==> config.mk <==
export PLATFORM = sky130hd
export DESIGN_NAME = ppa_lane
export DESIGN_NICKNAME = d
export VERILOG_FILES = /design/src/rtl/ppa_pkg.sv /design/src/rtl/ppa_lane.sv
export SDC_FILE = /design/constraint.sdc
export NUM_CORES = 2
export LEC_CHECK = 0
export ABC_AREA = 0
export BUFFER_PORTS_ARGS = -buffer_cell sky130_fd_sc_hd__buf_2
export CORE_MARGIN = 4
export CORE_UTILIZATION = 55
export DETAILED_ROUTE_END_ITERATION = 10
export GPL_TIMING_DRIVEN = 0
export PLACE_DENSITY = 0.74
export SYNTH_ARGS = -nofsm -noshare
export SYNTH_HDL_FRONTEND = slang
export SYNTH_SLANG_ARGS = --single-unit
export TNS_END_PERCENT = 100
==> constraint.sdc <==
create_clock -name clk -period 12.8 [get_ports clk]
set_clock_uncertainty 0.2 [all_clocks]
set_input_delay 1.28 -clock clk [delete_from_list [all_inputs] [get_ports clk]]
set_output_delay 1.28 -clock clk [all_outputs]
set_load 0.05 [all_outputs]
==> src/rtl/ppa_pkg.sv <==
// Shared constants and types of the piecewise polynomial activation core.
`default_nettype none

package ppa_pkg;

    localparam int DEF_LANES      = 4;
    localparam int DEF_DATA_WIDTH = 16;
    localparam int DEF_FRAC_BITS  = 8;

    localparam int WORD_W     = 64;
    localparam int COUNT_W    = 3;
    localparam int THRESH_W   = 15;
    localparam int DEGREES_W  = 6;
    localparam int DEG_W      = 2;
    localparam int CFG_IDX_W  = 3;
    localparam int CFG_DATA_W = 64;

    localparam int NUM_REGIONS  = 3;
    localparam int NUM_COEFFS   = 4;
    localparam int HORNER_STEPS = NUM_COEFFS - 1;
    // One select stage, then a multiply stage and an add stage per Horner step.
    localparam int PIPE_STAGES  = 1 + 2 * HORNER_STEPS;

    localparam logic [CFG_IDX_W-1:0] CFG_THRESHOLD     = 3'd0;
    localparam logic [CFG_IDX_W-1:0] CFG_DEGREES       = 3'd1;
    localparam logic [CFG_IDX_W-1:0] CFG_LOWER_COEFFS  = 3'd2;
    localparam logic [CFG_IDX_W-1:0] CFG_MIDDLE_COEFFS = 3'd3;
    localparam logic [CFG_IDX_W-1:0] CFG_UPPER_COEFFS  = 3'd4;

    typedef enum logic [1:0] {
        REGION_LOWER  = 2'd0,
        REGION_MIDDLE = 2'd1,
        REGION_UPPER  = 2'd2
    } region_t;

endpackage

`default_nettype wire

==> src/rtl/ppa_lane.sv <==
// One lane of the activation pipeline: region select, then three Horner steps.
`default_nettype none

module ppa_lane #(
    parameter int DATA_WIDTH = ppa_pkg::DEF_DATA_WIDTH,
    parameter int FRAC_BITS  = ppa_pkg::DEF_FRAC_BITS
) (
    input  wire logic                                clk,
    input  wire logic [ppa_pkg::PIPE_STAGES-1:0]     stage_load,
    input  wire logic signed [DATA_WIDTH-1:0]        x,
    input  wire logic                                lane_on,
    input  wire logic [ppa_pkg::THRESH_W-1:0]        threshold,
    input  wire logic [ppa_pkg::DEG_W-1:0]           degree [ppa_pkg::NUM_REGIONS],
    input  wire logic signed [DATA_WIDTH-1:0]
                                 coef [ppa_pkg::NUM_REGIONS][ppa_pkg::NUM_COEFFS],
    output logic signed [DATA_WIDTH-1:0]             y
);

    localparam int STEPS = ppa_pkg::HORNER_STEPS;
    localparam int CMP_W = ((DATA_WIDTH > ppa_pkg::THRESH_W + 1) ?
                            DATA_WIDTH : ppa_pkg::THRESH_W + 1) + 1;

    // Region select on the incoming sample.
    logic signed [CMP_W-1:0]        x_cmp;
    logic signed [CMP_W-1:0]        lim_pos;
    logic signed [CMP_W-1:0]        lim_neg;
    ppa_pkg::region_t               region;
    logic [ppa_pkg::DEG_W-1:0]      deg_sel;
    logic signed [DATA_WIDTH-1:0]   acc_sel;

    assign x_cmp   = CMP_W'(x);
    assign lim_pos = CMP_W'(threshold);
    assign lim_neg = -lim_pos;

    always_comb
    begin
        if (x_cmp < lim_neg)
        begin
            region = ppa_pkg::REGION_LOWER;
        end
        else if (x_cmp > lim_pos)
        begin
            region = ppa_pkg::REGION_UPPER;
        end
        else
        begin
            region = ppa_pkg::REGION_MIDDLE;
        end
    end

    // An unused lane runs with degree zero and a zero accumulator, so it yields zero.
    assign deg_sel = lane_on ? degree[region] : '0;
    assign acc_sel = lane_on ? coef[region][deg_sel] : '0;

    // Values at the input of each multiply stage (index 0 is the select stage).
    logic signed [DATA_WIDTH-1:0]   acc_reg [STEPS+1];
    logic signed [DATA_WIDTH-1:0]   xa_reg  [STEPS+1];
    ppa_pkg::region_t               ra_reg  [STEPS+1];
    logic [ppa_pkg::DEG_W-1:0]      da_reg  [STEPS+1];

    // Values held by each multiply stage.
    logic signed [2*DATA_WIDTH-1:0] prod_reg [STEPS];
    logic signed [DATA_WIDTH-1:0]   accm_reg [STEPS];
    logic signed [DATA_WIDTH-1:0]   xm_reg   [STEPS];
    ppa_pkg::region_t               rm_reg   [STEPS];
    logic [ppa_pkg::DEG_W-1:0]      dm_reg   [STEPS];

    logic signed [DATA_WIDTH-1:0]   acc_next [STEPS];

    for (genvar s = 0; s < STEPS; s++)
    begin : g_step
        // Step s adds coefficient a_k; it applies only when k is below the degree.
        localparam logic [ppa_pkg::DEG_W-1:0] K = ppa_pkg::DEG_W'(STEPS - 1 - s);
        logic signed [2*DATA_WIDTH-1:0] prod_sh;
        logic signed [DATA_WIDTH-1:0]   sum;

        assign prod_sh     = prod_reg[s] >>> FRAC_BITS;
        assign sum         = DATA_WIDTH'(prod_sh) + coef[rm_reg[s]][K];
        assign acc_next[s] = (dm_reg[s] > K) ? sum : accm_reg[s];
    end

    always_ff @(posedge clk)
    begin
        if (stage_load[0])
        begin
            acc_reg[0] <= acc_sel;
            xa_reg[0]  <= x;
            ra_reg[0]  <= region;
            da_reg[0]  <= deg_sel;
        end
        for (int s = 0; s < STEPS; s++)
        begin
            if (stage_load[2*s+1])
            begin
                prod_reg[s] <= acc_reg[s] * xa_reg[s];
                accm_reg[s] <= acc_reg[s];
                xm_reg[s]   <= xa_reg[s];
                rm_reg[s]   <= ra_reg[s];
                dm_reg[s]   <= da_reg[s];
            end
            if (stage_load[2*s+2])
            begin
                acc_reg[s+1] <= acc_next[s];
                xa_reg[s+1]  <= xm_reg[s];
                ra_reg[s+1]  <= rm_reg[s];
                da_reg[s+1]  <= dm_reg[s];
            end
        end
    end

    assign y = acc_reg[STEPS];

endmodule

`default_nettype wire

==> out/results.tsv <==
metric	value	unit
post-synth cell types	73	
GRT Util Overall	0.308	
ratio of cells with drive above 1 in the final layout	0.0875	
pre-CTS WS	5140	ps
worst-margin pin slew	1270	ps
min-delay worst type	reg2reg	
total negative setup slack	0	ps
Fmax	129	MHz
final period utilization	0.604	
PostCTS Resize Cnt	0	
Post-synth ARST share	0	
Vias	28000	
area of the die	70300	µm²
Clock Pin Slew Worst Setup and Hold Paths	70	ps
hold-fix buffers at CTS	0	
Detail Route Antenna Nets	0	
initial antenna violation count	5	
Ports	254	
predominant post-synthesis flop cell	edfxtp_1	
Syn. warnings	0	
Skew-Pair Late Insertion Delay	570	ps
WHS	215	ps
filler instances	5539	
CTS tree	built	
worst path required time	12900	ps
nets	5135	
RSZ-0062 raised after global routing	no	
Max Slew Vio Count	0	
root buffer cell	clkbuf_16	
Slew HR	0.151	
WL/cell	22.0	µm
mapped cell area	36400	µm²
min Tclk post-route	7740	ps
global-route wire length before repair	167	mm
drt first pass iters	6	
Post-CTS Setup Inserts	0	
P&R area growth vs syn	8.86	%
CTS Buf Count	27	
RD Place Congestion	0.982	
Iteration-0 DRC Markers	2497	
largest cells by area after synthesis	fa_1 (31%), edfxtp_1 (22%), ha_1 (9.9%)	
dominant cell type by area after synthesis	fa_1	
Startpoint Class	flop	
Critical Path AT	7830	ps
#FFs+latches synth	264	
CP Max Fanout	10	
gr ovfl total	0	
Die H	265	µm
largest net degree at the start of global routing	53	
starting density of the core	0.560	
H-tree levels	1	
status	complete, no violations	
Via density	5.67	
clk buf depth	3	
DRC viols	0	
Rows	93	
setup violators final	0	
utilization after layout	0.610	
Fin. Hold Viols	0	
max reg flops	64	
core region area	64900	µm²
Max Cap Viol	0	
vias in the first global route	28800	
total length of routed wires	108	mm
EDFF count, synth	264	
sequential share of the synthesized area	0.218	
Worst Setup End Kind	flop	
smallest setup slack after layout	5060	ps
Syn Inst Count	3767	
PortBufs	253	
CP Class	reg2reg	
Sink Count	264	
Post-DP HPWL	90.6	mm
Synth Area per Inst	9.65	µm²
die width	265	µm
post-synth top area share	0.309	
net count after synthesis	4853	
[cell usage in the layout, fill, tap and decap left out, drive strengths merged, types with 11 or more instances in the layout]
cell type,count
inv,763
fa,561
nand2,533
and2,326
ha,287
buf,274
edfxtp,264
clkbuf,165
o21ai,115
xnor2,112
a21oi,104
nor2,70
and3,61
mux2i,50
nor3,48
xor2,40
a21o,25
a211oi,25
mux2,25
nand2b,21
nor4,20
nor2b,17
nand3,16
o32ai,16
nand4,11
[layer usage]
metal | vias to the layer above | global-route usage | part of all wire
met5 | - | 0 | 0.00012
met2 | 1313 | 0.511 | 0.48
li1 | 12400 | - | -
met4 | 2 | 0.134 | 0.056
met1 | 13900 | 0.409 | 0.38
met3 | 323 | 0.0440 | 0.083
[cell usage after synthesis, types with 4 or more instances]
library cell,instances
a211o_1,4
a211oi_1,22
a21boi_0,4
a21o_1,25
a21oi_1,99
a21oi_2,5
a31oi_1,9
and2_1,326
and3_1,61
buf_1,5
buf_2,9
buf_6,4
clkbuf_1,135
edfxtp_1,264
fa_1,561
ha_1,287
inv_1,758
mux2_2,13
mux2_4,10
mux2i_1,50
nand2_1,533
nand2b_1,21
nand3_1,16
nand3b_1,4
nand4_1,11
nor2_1,70
nor2b_1,17
nor3_1,46
nor3b_1,5
nor4_1,20
o2111ai_1,6
o211ai_1,5
o21a_1,10
o21ai_0,97
o21ai_1,17
o21bai_1,6
o31ai_1,8
o32ai_1,16
or3_1,7
xnor2_1,112
xor2_1,40
[worst max-delay path, cell delays in order, from the launching register on]
cell and delay [ps]:
edfxtp_1 350, clkbuf_1 490, clkbuf_1 500, nand2_1 170, fa_1 570, inv_1 60, fa_1 420, fa_1 490
inv_1 50, fa_1 560, fa_1 450, fa_1 520, inv_1 50, ha_1 190, nor4_1 500, nand2_1 120
a41oi_2 250, nor3_1 110, or3_4 430, o31a_1 330, a211oi_2 280, o21bai_1 190, xnor2_1 190
[through the flow]
step,instance area [µm²],cells
after floorplan,36400,3767
after global placement,38700,4875
after detailed placement,38700,4875
after CTS,39600,4922
after global routing,39600,4924
final,39600,4927
[final timing paths]
| kind | from | to | slack (ps) | depth (start not counted) |
|---|---|---|---|---|
| worst max register to register | xa_reg[1][7] | prod_reg[0][55] | 5060 | 22 |
| worst min-delay path | xm_reg[0][27] | xa_reg[2][11] | 210 | 0 |
| worst max-delay path | xa_reg[1][7] | prod_reg[0][55] | 5060 | 22 |
| worst min register to register | xm_reg[0][27] | xa_reg[2][11] | 210 | 0 |
[kinds of logic after synthesis]
group                    share of synthesized area
flip-flops                                   0.218
XOR/XNOR                                    0.0366
AO/OA/AOI/OAI                               0.0632
multiplexers                                0.0225
adder cells (fa/ha/maj)                      0.408
buffers and inverters                       0.0961
AND/OR/NAND/NOR                              0.156
[area by class of cell]
class,count,area (µm²),share of cell area
diodes,5,12.5,0.000316
plain buffers,156,638,0.0161
clock buffers,30,687,0.0174
clock inverters,17,186,0.00471
inverters,760,2860,0.0721
multi-input cells,2587,24900,0.630
flip-flops and latches,264,7930,0.200
well taps,855,1070,0.0270
repair buffers,253,1270,0.0320
Power is left out: the tool's default activity adds up to more than one toggle a clock period on the data nets, which glitch-free logic cannot reach.
